### src/hdl/fcn_pkg.sv
// shared types, constants and codes for the fractal cellular noise pixel block
package fcn_pkg;

  localparam int TABLE_SIZE  = 256;
  localparam int TAB_AW      = $clog2(TABLE_SIZE);
  localparam int MAX_OCTAVES = 8;
  localparam int OCT_W       = 4;
  localparam int K_W         = $clog2(MAX_OCTAVES);
  localparam int COORD_BITS  = 12;
  localparam int GAIN_W      = 16;
  localparam int STEP_W      = 24;
  localparam int FRAC_W      = 24;
  localparam int PROD_W      = COORD_BITS + STEP_W;
  localparam int SHIFT_W     = PROD_W + MAX_OCTAVES - 1;
  localparam int H_W         = 19;
  localparam int TOT_W       = 32;
  localparam int AMP_W       = 17;
  localparam int D_W         = 28;
  localparam int SQ_W        = 2 * D_W;
  localparam int BEST_W      = SQ_W + 1;
  localparam int V_W         = 27;
  localparam int QUEUE_DEPTH = 4;
  localparam int QPTR_W      = $clog2(QUEUE_DEPTH);

  localparam logic [OCT_W-1:0]  OCT_RESET  = 4'd8;
  localparam logic [GAIN_W-1:0] GAIN_RESET = 16'd42598;
  localparam logic [STEP_W-1:0] STEP_RESET = 24'd33554;

  localparam logic signed [H_W-1:0] H_MAX = 19'sh3FFFF;
  localparam logic signed [H_W-1:0] H_MIN = 19'sh40000;
  localparam logic [AMP_W-1:0] AMP_ONE = 17'h10000;

  // action codes
  localparam logic [1:0] ACT_LOAD   = 2'd0;
  localparam logic [1:0] ACT_PIXEL  = 2'd1;
  localparam logic [1:0] ACT_CLEAR  = 2'd2;
  localparam logic [1:0] ACT_UNUSED = 2'd3;

  // configuration register indexes
  localparam logic [1:0] REG_OCTAVES = 2'd0;
  localparam logic [1:0] REG_GAIN    = 2'd1;
  localparam logic [1:0] REG_STEP    = 2'd2;

  typedef struct packed {
    logic [1:0]            action;
    logic [TAB_AW-1:0]     table_index;
    logic [7:0]            table_value;
    logic [COORD_BITS-1:0] pixel_x;
    logic [COORD_BITS-1:0] pixel_y;
  } item_t;

  typedef struct packed {
    logic [OCT_W-1:0]  octave_count;
    logic [GAIN_W-1:0] gain_q16;
    logic [STEP_W-1:0] base_step_q24;
  } cfg_t;

  typedef struct packed {
    logic  push;
  } qctl_t;

endpackage

### src/hdl/fcn_front.sv
// front end: configuration registers and acceptance of input transactions
module fcn_front (
  input  logic                           clk,
  input  logic                           rst_n,
  input  logic                           in_valid,
  output logic                           in_stall,
  input  logic [1:0]                     in_action,
  input  logic [7:0]                     in_table_index,
  input  logic [7:0]                     in_table_value,
  input  logic [fcn_pkg::COORD_BITS-1:0] in_pixel_x,
  input  logic [fcn_pkg::COORD_BITS-1:0] in_pixel_y,
  input  logic                           cfg_valid,
  output logic                           cfg_ready,
  input  logic [1:0]                     cfg_index,
  input  logic [23:0]                    cfg_data,
  input  logic                           q_full,
  output fcn_pkg::qctl_t                 qctl,
  output fcn_pkg::item_t                 q_item,
  output fcn_pkg::cfg_t                  cfg
);

  fcn_pkg::cfg_t cfg_r, cfg_nxt;

  assign cfg_ready = 1'b1;
  assign in_stall  = q_full;

  always_comb begin
    cfg_nxt = cfg_r;
    if (cfg_valid) begin
      case (cfg_index)
        fcn_pkg::REG_OCTAVES: cfg_nxt.octave_count  = cfg_data[fcn_pkg::OCT_W-1:0];
        fcn_pkg::REG_GAIN:    cfg_nxt.gain_q16      = cfg_data[fcn_pkg::GAIN_W-1:0];
        fcn_pkg::REG_STEP:    cfg_nxt.base_step_q24 = cfg_data[fcn_pkg::STEP_W-1:0];
        default:              cfg_nxt = cfg_r;
      endcase
    end
  end

  always_ff @(posedge clk) begin
    if (!rst_n) begin
      cfg_r.octave_count  <= fcn_pkg::OCT_RESET;
      cfg_r.gain_q16      <= fcn_pkg::GAIN_RESET;
      cfg_r.base_step_q24 <= fcn_pkg::STEP_RESET;
    end else begin
      cfg_r <= cfg_nxt;
    end
  end

  assign cfg = cfg_r;

  // unused action code is dropped here and never reaches the queue
  always_comb begin
    qctl.push = in_valid && !q_full && (in_action == fcn_pkg::ACT_LOAD ||
                in_action == fcn_pkg::ACT_PIXEL || in_action == fcn_pkg::ACT_CLEAR);
    q_item.action      = in_action;
    q_item.table_index = in_table_index;
    q_item.table_value = in_table_value;
    q_item.pixel_x     = in_pixel_x;
    q_item.pixel_y     = in_pixel_y;
  end

endmodule

### config.mk
export PLATFORM = sky130hd
export DESIGN_NAME = fcn_front
export DESIGN_NICKNAME = d
export VERILOG_FILES = /design/src/hdl/fcn_pkg.sv /design/src/hdl/fcn_front.sv
export SDC_FILE = /design/constraint.sdc
export NUM_CORES = 1
export LEC_CHECK = 0
export BUFFER_PORTS_ARGS = -buffer_cell sky130_fd_sc_hd__buf_2
export CORE_AREA = 8 8 82 84
export CTS_BUF_LIST = sky130_fd_sc_hd__clkbuf_4
export DETAILED_ROUTE_END_ITERATION = 6
export DIE_AREA = 0 0 90 92
export PLACE_DENSITY = 0.8
export SYNTH_ARGS = -nofsm -noshare
export SYNTH_HDL_FRONTEND = slang
export SYNTH_SLANG_ARGS = --single-unit
### constraint.sdc
create_clock -name clk -period 1.2 [get_ports clk]
set_input_delay 0.3 -clock clk [delete_from_list [all_inputs] [get_ports clk]]
set_output_delay 0.3 -clock clk [all_outputs]
set_load 0.02 [all_outputs]
==> impl_results.rst <==
.. list-table::
   :header-rows: 1

   * - Metric
     - Value
   * - Area contributors post-synth
     - sky130_fd_sc_hd__dfxtp_1 (40%), sky130_fd_sc_hd__mux2i_1 (17%), sky130_fd_sc_hd__buf_4 (15%), sky130_fd_sc_hd__nand2_1 (9.0%), sky130_fd_sc_hd__nand4b_1 (2.8%)
   * - Worst hold start
     - cfg_data[22]
   * - Gr usage total
     - 11.8%
   * - Reg power frac
     - 56.7%
   * - Remaining antenna violation count after routing
     - 0
   * - Number of buffers created by CTS
     - 5
   * - Portion of total power attributed to combinational logic
     - 17.4%
   * - Setup Total Neg Slack
     - 0 ps
   * - Number of antenna violations at the first check in global routing
     - 0
   * - Final critical-path share of the clock period
     - 97.7%
   * - Required arrival time at the worst endpoint
     - 900 ps
   * - Mean routed wirelength per cell
     - 15.3 um
   * - HP Class
     - in -> reg
   * - Via count of the first global-routing pass
     - 1,675
   * - Effective utilization at floorplan
     - 40.3%
   * - Critical path launch point type
     - register
   * - Floorplan Core Area
     - 0.00541 sq mm
   * - Worst setup path start
     - cfg[31]
   * - Slew @ Worst Pin
     - 513 ps
   * - Clock insertion delay at the later pin of the skew report
     - 340 ps
   * - Proportion of synthesized chip area in sequential cells
     - 40.4%
   * - Commonest non-fill, non-tap cell in the layout
     - sky130_fd_sc_hd__nand2_1
   * - Crit Path Max Fanout
     - 2
   * - Die Width
     - 90 um
   * - Area overhead of the layout relative to synthesis
     - 17.8%
   * - Flip-flop count of the largest register, all copies and words added
     - 44
   * - Number of hold violations in the final report
     - 0
   * - Clock tree from TritonCTS
     - done
   * - Number of distinct library cells after synthesis
     - 18
   * - Sw Share
     - 28.5%
   * - Top library cells by usage in the layout, fill and taps aside
     - sky130_fd_sc_hd__nand2_1 (52), sky130_fd_sc_hd__buf_4 (46), sky130_fd_sc_hd__mux2i_1 (36), sky130_fd_sc_hd__buf_2 (36), sky130_fd_sc_hd__dfxtp_2 (33)
   * - Overflow after GRT
     - 0
   * - PortBufs
     - 80
   * - Setup clock skew after layout
     - 0 ps
   * - Worst Setup End Kind
     - output pin
   * - Root buffer cell
     - sky130_fd_sc_hd__clkbuf_4
   * - Global-route wire length before repair
     - 8070 um
   * - Total half-perimeter wirelength after legalization and detailed placement
     - 3930 um
   * - Final Max Slew Viols
     - 0
   * - Avg Inst Size Synth
     - 9.39 sq um
   * - Final Cell Area
     - 0.00257 sq mm
   * - Mapped Cells
     - 232
   * - Run status
     - finished, final reports clean
   * - Critical path class
     - reg -> out
   * - Minimum clock period after layout
     - 1170 ps
   * - First-pass DRT Iterations
     - 4
   * - Die area
     - 0.00828 sq mm
   * - Number of flip-flops and latches in the synthesized netlist
     - 44
   * - EDFF count, synth
     - 0
   * - Die height
     - 92 um
   * - Area of the mapped netlist
     - 0.00218 sq mm
   * - Number of hold buffers added after cts
     - 0
   * - Crit-path cells
     - buf_4
   * - Total net switching power
     - 0.781 mW
   * - Total number of H-tree levels
     - 2
   * - Cell type contributing the most total cell area after synthesis
     - sky130_fd_sc_hd__dfxtp_1
   * - Layout cells sized above 1
     - 49.4%
   * - Initial DRC Count
     - 58
   * - DRC violation count after routing
     - 0
   * - Crit path arrival time
     - 870 ps
   * - Total of endpoints with negative setup slack in the final report
     - 0
   * - Clock slew at reported path FFs
     - 140 ps
   * - Antenna diode count
     - 0
   * - Total placed cells including tap cells
     - 333
   * - RR Startpoint
     - cfg[12]
   * - Clock buffer depth
     - 2
   * - Number of cell rows
     - 27
   * - Sinks on Clock Net
     - 44
   * - Synthesized netlist net count
     - 305
   * - Final net count
     - 341
   * - Headroom to the max-slew limit
     - 65.8%
   * - Total Power
     - 2.74 mW
   * - Leakage power of the design
     - 1.22 nW
   * - Main flop type after synthesis
     - sky130_fd_sc_hd__dfxtp_1
   * - Asr flop ratio synth
     - 0%
   * - Share of power burned in the clock network
     - 25.9%
   * - Num ports
     - 162
   * - VDD IR max
     - 0.583 mV
   * - P_int
     - 1.96 mW
   * - CP max stage delay
     - 370 ps
   * - Routed wire length
     - 5230 um
   * - Largest net degree at the start of global routing
     - 36
   * - Yosys warning total
     - 0
   * - Via-to-Cell Ratio
     - 4.67
   * - Final GP Congestion
     - 0.780
   * - WP buf/inv
     - 1
   * - Family of cells with the greatest summed delay on the critical path
     - flip-flops
   * - Placed Instance Area
     - 0.00236 sq mm
   * - Portion of synthesized cell area occupied by the leading cell type
     - 40.4%
   * - Non-filler cells, final
     - 341
   * - Slowest stage cell on the critical path
     - sky130_fd_sc_hd__dfxtp_1
   * - Post-layout util
     - 47.5%
   * - Via count
     - 1,592
   * - Fmax achieved
     - 0.853 GHz
   * - Power Density
     - 1070 mW/mm^2
   * - # Max-Cap Violations
     - 0
## repair_timing
item / CTS / global route
endpoints found under the setup margin: 5 / 44
setup buffers: 0 / 0
gates resized for setup: 5 / 75
cloned: 0 / 0
pin swaps: 0 / 0
endpoints found under the hold margin: 0 / 0
## worst paths after layout
kind | slack [ps] | endpoint | cells after the start
worst min register to register | 460 | cfg[23] | 2
worst max register to register | 550 | cfg[12] | 2
worst max-delay path | 30 | cfg[31] | 1
worst min-delay path | 170 | cfg[22] | 3
## synthesized netlist by cell type (2+ instances only)
cell	instances
sky130_fd_sc_hd__nand2_1	52
sky130_fd_sc_hd__buf_4	44
sky130_fd_sc_hd__dfxtp_1	44
sky130_fd_sc_hd__mux2i_1	36
sky130_fd_sc_hd__buf_2	11
sky130_fd_sc_hd__inv_1	9
sky130_fd_sc_hd__nor2b_1	9
sky130_fd_sc_hd__nand4b_1	7
sky130_fd_sc_hd__o211ai_1	6
sky130_fd_sc_hd__buf_6	3
sky130_fd_sc_hd__and3b_1	2
sky130_fd_sc_hd__nand3b_4	2
sky130_fd_sc_hd__o211ai_2	2
## routing by layer
metal	wire [um]	global-route usage, %	up-vias	part of all wire [%]
met3	573	6.52	15	11
met2	2500	19.5	74	48
met4	93	5.41	0	1.8
met1	2070	12.1	722	40
met5	0	0	-	0
li1	-	-	781	-
## kinds of logic after synthesis
| family | share of synthesized area [%] |
|---|---|
| AND/OR/NAND/NOR | 18.4 |
| buffers and inverters | 21.0 |
| flip-flops | 40.4 |
| multiplexers | 16.5 |
| AO/OA/AOI/OAI | 3.56 |
| other | 0.172 |
## power groups by stage
stage / Combinational (mW) / Sequential, mW / Clock (mW)
2_1_floorplan: 0.402 / 1.64 / 0
3_3_place_gp: 0.441 / 1.57 / 0
3_5_place_dp: 0.448 / 1.58 / 0
4_1_cts: 0.453 / 1.54 / 0.724
5_1_grt: 0.513 / 1.56 / 0.807
6_report: 0.476 / 1.55 / 0.711
## layout make-up
cell class,count,area (sq um)
Fill cell,534,2840
Timing Repair Buffer,88,628
Sequential cell,44,922
Inverter,9,33.8
Multi-Input combinational cell,120,842
Tap cell,72,90.1
Clock inverter,3,13.8
Clock buffer,5,37.5
## per-stage QoR
stage	setup slack (ps)	hold slack, ps
final	27.9	170
after global routing	-26.5	158
after CTS	2.49	160
after detailed placement	-108	444
after global placement	-23.6	440
after floorplan	21.9	442
Power figures use the tool's default switching activity.
