**src/hdl/fcn_pkg.sv**
```systemverilog
// shared types, constants and codes for the fractal cellular noise pixel block
package fcn_pkg;

  localparam int TABLE_SIZE  = 256;
  localparam int TAB_AW      = $clog2(TABLE_SIZE);
  localparam int MAX_OCTAVES = 8;
  localparam int OCT_W       = 4;
  localparam int K_W         = $clog2(MAX_OCTAVES);
  localparam int COORD_BITS  = 12;
  localparam int GAIN_W      = 16;
  localparam int STEP_W      = 24;
  localparam int FRAC_W      = 24;
  localparam int PROD_W      = COORD_BITS + STEP_W;
  localparam int SHIFT_W     = PROD_W + MAX_OCTAVES - 1;
  localparam int H_W         = 19;
  localparam int TOT_W       = 32;
  localparam int AMP_W       = 17;
  localparam int D_W         = 28;
  localparam int SQ_W        = 2 * D_W;
  localparam int BEST_W      = SQ_W + 1;
  localparam int V_W         = 27;
  localparam int QUEUE_DEPTH = 4;
  localparam int QPTR_W      = $clog2(QUEUE_DEPTH);

  localparam logic [OCT_W-1:0]  OCT_RESET  = 4'd8;
  localparam logic [GAIN_W-1:0] GAIN_RESET = 16'd42598;
  localparam logic [STEP_W-1:0] STEP_RESET = 24'd33554;

  localparam logic signed [H_W-1:0] H_MAX = 19'sh3FFFF;
  localparam logic signed [H_W-1:0] H_MIN = 19'sh40000;
  localparam logic [AMP_W-1:0] AMP_ONE = 17'h10000;

  // action codes
  localparam logic [1:0] ACT_LOAD   = 2'd0;
  localparam logic [1:0] ACT_PIXEL  = 2'd1;
  localparam logic [1:0] ACT_CLEAR  = 2'd2;
  localparam logic [1:0] ACT_UNUSED = 2'd3;

  // configuration register indexes
  localparam logic [1:0] REG_OCTAVES = 2'd0;
  localparam logic [1:0] REG_GAIN    = 2'd1;
  localparam logic [1:0] REG_STEP    = 2'd2;

  typedef struct packed {
    logic [1:0]            action;
    logic [TAB_AW-1:0]     table_index;
    logic [7:0]            table_value;
    logic [COORD_BITS-1:0] pixel_x;
    logic [COORD_BITS-1:0] pixel_y;
  } item_t;

  typedef struct packed {
    logic [OCT_W-1:0]  octave_count;
    logic [GAIN_W-1:0] gain_q16;
    logic [STEP_W-1:0] base_step_q24;
  } cfg_t;

  typedef struct packed {
    logic  push;
  } qctl_t;

endpackage

```
**src/hdl/fcn_queue.sv**
```systemverilog
// short queue between the front end and the noise engine
module fcn_queue (
  input  logic           clk,
  input  logic           rst_n,
  input  fcn_pkg::qctl_t qctl,
  input  fcn_pkg::item_t wr_item,
  input  logic           pop,
  output logic           full,
  output logic           not_empty,
  output fcn_pkg::item_t rd_item
);

  fcn_pkg::item_t slot_r [fcn_pkg::QUEUE_DEPTH];
  logic [fcn_pkg::QPTR_W-1:0] wr_ptr_r, wr_ptr_nxt, rd_ptr_r, rd_ptr_nxt;
  logic [fcn_pkg::QPTR_W:0]   count_r, count_nxt;

  assign full      = (count_r == (fcn_pkg::QPTR_W+1)'(fcn_pkg::QUEUE_DEPTH));
  assign not_empty = (count_r != '0);
  assign rd_item   = slot_r[rd_ptr_r];

  always_comb begin
    wr_ptr_nxt = wr_ptr_r + (qctl.push ? 1'b1 : 1'b0);
    rd_ptr_nxt = rd_ptr_r + (pop ? 1'b1 : 1'b0);
    count_nxt  = count_r;
    if (qctl.push && !pop) begin
      count_nxt = count_r + 1'b1;
    end else if (!qctl.push && pop) begin
      count_nxt = count_r - 1'b1;
    end
  end

  always_ff @(posedge clk) begin
    if (!rst_n) begin
      wr_ptr_r <= '0;
      rd_ptr_r <= '0;
      count_r  <= '0;
    end else begin
      wr_ptr_r <= wr_ptr_nxt;
      rd_ptr_r <= rd_ptr_nxt;
      count_r  <= count_nxt;
    end
  end

  always_ff @(posedge clk) begin
    if (qctl.push) begin
      slot_r[wr_ptr_r] <= wr_item;
    end
  end

endmodule

```
**config.mk**
```make
export PLATFORM = sky130hd
export DESIGN_NAME = fcn_queue
export DESIGN_NICKNAME = d
export VERILOG_FILES = /design/src/hdl/fcn_pkg.sv /design/src/hdl/fcn_queue.sv
export SDC_FILE = /design/constraint.sdc
export NUM_CORES = 1
export LEC_CHECK = 0
export ABC_AREA = 1
export BUFFER_PORTS_ARGS = -buffer_cell sky130_fd_sc_hd__buf_4
export CORE_MARGIN = 2
export CORE_UTILIZATION = 50
export DETAILED_ROUTE_END_ITERATION = 7
export PLACE_DENSITY = 0.78
export SKIP_LAST_GASP = 1
export SYNTH_ARGS = -nofsm -noshare
export SYNTH_HDL_FRONTEND = slang
export SYNTH_SLANG_ARGS = --single-unit
```
**constraint.sdc**
```tcl
create_clock -name clk -period 5.8 [get_ports clk]
set_input_delay 0.87 -clock clk [delete_from_list [all_inputs] [get_ports clk]]
set_output_delay 0.87 -clock clk [all_outputs]
set_load 0.02 [all_outputs]
```
==> results.json, run 1 <==
{
  "fp.coreArea_um2": 12700,
  "reg2reg_slack_ps": 3530,
  "grt_pass1_vias": 4091,
  "synth_top_area_frac": 0.766,
  "final_nets": 596,
  "reg2reg_from": "wr_ptr_r[1]",
  "row_count": 41,
  "route.detailed.drc": 0,
  "antenna_cells": 0,
  "cts_tree": "built",
  "synth_enable_flop_cells": 168,
  "track_usage": 0.198,
  "yosysWarnings": 0,
  "ir_drop_mv": 0.210,
  "crit_type": "flop to output port",
  "syn_nets": 509,
  "synth_flop_cell": "edfxtp_1",
  "finalCritPeriodShare": 0.569,
  "grt_pass1_wl_um": 21000,
  "fp.dieArea_um2": 14100,
  "slew_headroom": 0.365,
  "holdWs_ps": 553,
  "ys_ff_latch": 175,
  "place_hpwl_um": 7430,
  "crit_fanout": 45,
  "cts_htree_levels": 4,
  "first_iter_violations": 402,
  "post-synth-top-area-cell": "edfxtp_1",
  "first_pass_iters": 5,
  "cts_buffers": 17,
  "ios": 90,
  "postRouteAntennaNets": 0,
  "total_power_w": 0.00312,
  "totalWireLength_um": 13100,
  "finalSetupViolCount": 0,
  "crit_start": "rd_ptr_r[1]",
  "synth.most_common_cell": "edfxtp_1",
  "wl_per_cell_um": 18.0,
  "outcome": "complete, no violations",
  "synth-compound-area-share": 0.106,
  "rsz0062_at_grt": "false",
  "antenna_found_initial": 0,
  "synthCells": 459,
  "avgSynthCellArea_um2": 14.4,
  "muxShareOfSynthArea": 0,
  "routed_via_density": 5.39,
  "overflow": 0,
  "cts.sinks": 175,
  "worstPathCellList": "inv_2, o21ai_0, o22ai_1, buf_4",
  "ys_types": 18,
  "crit_path_start_kind": "flop",
  "slew_viol_final": 0,
  "hold_buffers": 0,
  "fp.dieW_um": 119,
  "ys_top_cells_by_count": "edfxtp_1, nor2_1, o21ai_0, o22ai_1, o21ai_1",
  "synthXorXnorAreaFrac": 0,
  "setup_tns_ps": 0,
  "synth_top_family_by_area": "compound AO/OA/AOI/OAI gates",
  "p_per_area_nw_per_um2": 387,
  "timing.fmax_mhz": 303,
  "clk_latency_ps": 420,
  "min_from": "count_r[2]",
  "finClkSkew_ps": 10.1,
  "worst-r2r-cell-count": 3,
  "drive_gt1_frac": 0.238,
  "area_growth_pct": 22.2,
  "worst_pin_slew_ps": 948,
  "timing.max_cap.violations": 0,
  "gp_congestion": 0.734,
  "syn_area_um2": 6590,
  "clk_path_buf_depth": 2,
  "yosys.area_share.simple": 0.0642,
  "cts_resized": 0,
  "start_util": 0.518,
  "synthTopCellsByArea": "edfxtp_1, nor2_1, o21ai_0",
  "hp-class": "flop to flop",
  "required_ps": 4930,
  "path_clk_slew_ps": 60,
  "clock-root-buffer": "clkbuf_16",
  "hold_viol_final": 0,
  "slowest_delay_ps": 870,
  "fp.dieH_um": 119,
  "fillers": 940,
  "synth_fa_ha_area_frac": 0.00874,
  "hold_end": "count_r[2]",
  "leakagePower_nw": 2.87,
  "crit_arrival_ps": 2430,
  "yosysSeqAreaShare": 0.787,
  "grt_max_degree": 86,
  "dr_total_vias": 3938,
  "r2r_end": "slot_r[3][33]",
  "slowest_stage": "dfxtp_2",
  "cp-end-kind": "output port",
  "portBuffers": 89,
  "holdPathStages": 3,
  "period_minus_slack_ps": 3300,
  "postCtsSetupBuffers": 0,
  "async_reset_ff_frac": 0
}
through the flow:
stage,utilization,area [um2],instances,setup WS [ps]
floorplan,-,6590,459,1510
global placement,0.579,7370,699,3000
detailed placement,0.579,7370,699,2980
CTS,0.633,8050,731,2470
global route,0.633,8050,731,2280
finish,0.633,8050,731,2500
area by class of cell:
class                           count  area (um2)  area share
Clock buffer                       22         474      0.0589
Clock inverter                     10         206      0.0257
Inverter                           14        52.6     0.00653
Multi-Input combinational cell    243        1200       0.149
Sequential cell                   175        5190       0.645
Tap cell                          172         215      0.0267
Timing Repair Buffer               95         713      0.0886
worst max path at each step:
| stage | to | depth (start not counted) | slack [ps] |
|---|---|---|---|
| 6_report | rd_item[31] | 4 | 2500 |
| 5_1_grt | rd_item[31] | 4 | 2280 |
| 4_1_cts | rd_item[31] | 4 | 2470 |
| 3_5_place_dp | slot_r[3][22] | 4 | 2980 |
| 3_3_place_gp | rd_item[37] | 4 | 3000 |
| 2_1_floorplan | slot_r[0][0] | 2 | 1510 |
routing by layer:
metal	track usage	share of wire
met3	0.0589	0.064
met1	0.246	0.41
met4	0.0997	0.014
met2	0.317	0.51
met5	0	0
power by group:
group / total, W / internal (W) / leakage [nW] / switching [W]
registers: 0.00147 / 0.00145 / 1.60 / 0.0000223
clock network: 0.00128 / 0.000841 / 0.330 / 0.000439
logic: 0.000366 / 0.000134 / 0.935 / 0.000232
state kept, by name, summed over array words and instances (netlist names):
| signal | count |
|---|---|
| count_r | 3 |
| rd_ptr_r | 2 |
| slot_r | 168 |
| wr_ptr_r | 2 |
cells in the final DEF (no fill, tap or decap), types with 3 or more instances in the layout:
| cell type | instances |
|---|---|
| buf_4 | 95 |
| bufinv_16 | 6 |
| clkbuf_16 | 17 |
| clkbuf_8 | 3 |
| dfxtp_1 | 5 |
| edfxtp_1 | 168 |
| ha_1 | 3 |
| inv_1 | 12 |
| nand2_1 | 11 |
| nor2_1 | 92 |
| nor3_2 | 4 |
| o21ai_0 | 64 |
| o21ai_1 | 22 |
| o22ai_1 | 42 |
logic make-up (layout without fill, tap and decap cells):
logic type | Yosys count | after routing
simple gates | 110 | 110
fa+ha+maj | 4 | 4
compound gates | 129 | 129
flops | 175 | 175
buf+inv | 41 | 141
worst max-delay path, delay by kind of cell, from the launching register on:
kind,cells,cell delay [ps]
AO/OA/AOI/OAI,2,400
buffers and inverters,2,710
flip-flops,1,870
Note: power is estimated with default switching activity, not from simulation.
==> run 2, diff against run 1 <==
--- a/config.mk
+++ b/config.mk
@@ -5,12 +5,12 @@
 export SDC_FILE = /design/constraint.sdc
 export NUM_CORES = 1
 export LEC_CHECK = 0
-export ABC_AREA = 1
+export ABC_AREA = 0
 export BUFFER_PORTS_ARGS = -buffer_cell sky130_fd_sc_hd__buf_4
 export CORE_MARGIN = 2
 export CORE_UTILIZATION = 50
 export DETAILED_ROUTE_END_ITERATION = 7
-export PLACE_DENSITY = 0.78
+export PLACE_DENSITY = 0.81
 export SKIP_LAST_GASP = 1
 export SYNTH_ARGS = -nofsm -noshare
 export SYNTH_HDL_FRONTEND = slang
==> constraint.sdc (replaced) <==
create_clock -name clk -period 2.75 [get_ports clk]
set_input_delay 0.4125 -clock clk [delete_from_list [all_inputs] [get_ports clk]]
set_output_delay 0.4125 -clock clk [all_outputs]
set_load 0.02 [all_outputs]
==> run 2 against run 1 <==
Effect of this change:
- routed wire length fell by 19%
- utilization fell by 0.81 points
- sequential share of layout area rose by 1.4 points
- first-iteration DRC count fell by 56%
- register-to-register slack got worse by 2400 ps
- via count fell by 27%
- total power rose by 87%
- clock power rose by 55%
- largest cell class unchanged
- worst setup slack got worse by 2200 ps
- combinational power rose by 95%
==> results.json, run 2 <==
{
  "postCtsSetupBuffers": 0,
  "reg2reg_from": "wr_ptr_r[0]",
  "async_reset_ff_frac": 0,
  "slowest_stage": "dfxtp_4",
  "utilization": 0.624,
  "met3_usage": 0.0581,
  "hold_buffers": 0,
  "gp_congestion": 0.703,
  "ys_ff_latch": 175,
  "worst_pin_slew_ps": 571,
  "final_nets": 413,
  "hp-class": "primary input to flop",
  "cts_tree": "built",
  "first_iter_violations": 175,
  "ys_top_cells_by_count": "edfxtp_1, mux4_2, dfxtp_1, and2_1, buf_2",
  "path_clk_slew_ps": 60,
  "hold_end": "slot_r[2][19]",
  "synth_flop_cell": "edfxtp_1",
  "worst-r2r-cell-count": 2,
  "top_usage_layer": "met2",
  "cts_buffers": 17,
  "synth_enable_flop_cells": 168,
  "min_from": "wr_item[19]",
  "finalCritPeriodShare": 0.894,
  "fin_cells": 547,
  "first_pass_iters": 4,
  "outcome": "complete, no violations",
  "area_growth_pct": 21.9,
  "reg2reg_slack_ps": 1080,
  "cts_htree_levels": 4,
  "crit_top_cell": "buf_4",
  "antenna_cells": 0,
  "grt_pass1_wl_um": 16800,
  "crit_start": "rd_ptr_r[0]",
  "dr_total_vias": 2858,
  "clock-root-buffer": "clkbuf_16",
  "fp.dieH_um": 118,
  "r2r_end": "slot_r[3][18]",
  "rsz0062_at_grt": "false",
  "portBuffers": 89,
  "clk_latency_ps": 420,
  "finalSetupViolCount": 0,
  "routed_via_density": 5.22,
  "finClkSkew_ps": 8.98,
  "hold_viol_final": 0,
  "cts.sinks": 175,
  "worstPathCellList": "buf_4, mux4_2, buf_4",
  "antenna_found_initial": 0,
  "slowest_delay_ps": 630,
  "fp.dieW_um": 118,
  "grt_max_degree": 25,
  "period_minus_slack_ps": 2460,
  "layout_common_cells": "edfxtp_1, buf_4, mux4_2",
  "fp.dieArea_um2": 13900,
  "track_usage": 0.166,
  "syn_area_um2": 6460,
  "fp.coreArea_um2": 12600,
  "slew_viol_final": 0,
  "place_ws_ps": 679,
  "mostFrequentLayoutCell": "edfxtp_1",
  "dpl_cell_area_um2": 7390,
  "post-synth-top-area-cell": "edfxtp_1",
  "overflow": 0,
  "globalRouteMet2Util": 0.271,
  "fillers": 894,
  "ios": 90,
  "place_hpwl_um": 6630,
  "totalWireLength_um": 10600,
  "crit_path_start_kind": "flop",
  "timing.max_cap.violations": 0,
  "clk_path_buf_depth": 2,
  "setup_tns_ps": 0,
  "required_ps": 2340,
  "synthTopCellsByArea": "edfxtp_1, mux4_2, dfxtp_1",
  "use_met1": 0.204,
  "start_util": 0.512,
  "worst_slack_ps": 291,
  "syn_nets": 304,
  "synth.most_common_cell": "edfxtp_1",
  "timing.fmax_mhz": 407,
  "route.detailed.drc": 0,
  "crit_type": "flop to output port",
  "largest_reg_flops": 168,
  "cp-end-kind": "output port",
  "wl_per_cell_um": 19.4,
  "synthCells": 254,
  "row_count": 41,
  "postRouteAntennaNets": 0,
  "leakagePower_nw": 2.70,
  "synth_top_area_frac": 0.780,
  "largest_register": "slot_r",
  "final_cell_area_um2": 7880,
  "grt_pass1_vias": 3104,
  "crit_fanout": 21,
  "yosysWarnings": 0,
  "crit_arrival_ps": 2050,
  "top_regs": "slot_r: 168 flops, count_r: 3 flops",
  "cts_resized": 0,
  "slew_headroom": 0.619,
  "ir_drop_mv": 0.401,
  "holdPathStages": 1,
  "ys_types": 23,
  "p_per_area_nw_per_um2": 739,
  "avgSynthCellArea_um2": 25.5,
  "placed_cells_incl_taps": 516,
  "yosysSeqAreaShare": 0.802,
  "drive_gt1_frac": 0.459
}
run 2: changes by cell type in the layout (fill, tap and decap cells not counted), sizes merged, moves of 6 or more:
cell	change
bufinv	-6
clkinv	+7
inv	-12
mux4	+42
nand2	-10
nor2	-91
o21ai	-85
o22ai	-42
run 2: routing by layer:
metal  share of wire  wire length (um)  vias up
li1                -                 -     1291
met4           0.013               142        0
met1            0.42              4510     1474
met3           0.048               513       16
met5               0                 0        -
met2            0.51              5470       77
run 2: final cells by class:
cell class / instances / area (um2) / share of cell area
Sequential cell: 175 / 5190 / 0.659
Clock inverter: 10 / 48.8 / 0.00619
Clock buffer: 21 / 440 / 0.0559
Multi-Input combinational cell: 67 / 1180 / 0.149
Inverter: 2 / 7.51 / 0.000953
Timing Repair Buffer: 100 / 801 / 0.102
Tap cell: 172 / 215 / 0.0273
run 2: kinds of logic after synthesis:
group                      Yosys count  synth area share
DFF                                175             0.802
xor gates and xnor gates             4           0.00542
AOI/OAI and AO/OA                    2           0.00194
muxes                               43             0.149
and+or+nand+nor                     14            0.0135
buffers and inverters               12            0.0192
adders and majority gates            4           0.00890
run 2: worst max-delay path, delay by kind of cell, from the launching register on:
kind / cells / cell delay, ps
buffers and inverters: 2 / 460
DFF: 1 / 630
muxes: 1 / 530
run 2: worst max-delay path by stage:
stage                     cells after the start  slack [ps]            to
final                                         3         290   rd_item[25]
after global routing                          3         140   rd_item[25]
after CTS                                     3         210   rd_item[19]
after detailed placement                      3         680   rd_item[25]
after global placement                        3         690   rd_item[25]
after floorplan                               2          70  slot_r[2][0]
run 2: stage by stage:
step / power, W / hold WS, ps
6_report: 0.00583 / 192
5_1_grt: 0.00606 / 170
4_1_cts: 0.00591 / 167
3_5_place_dp: 0.00391 / 535
3_3_place_gp: 0.00388 / 483
2_1_floorplan: 0.00360 / 468
run 2: where the power goes:
group	internal (W)	switching, W
logic	0.000354	0.000358
registers	0.00306	0.0000644
clock network	0.00113	0.000863
total	0.00454	0.00129
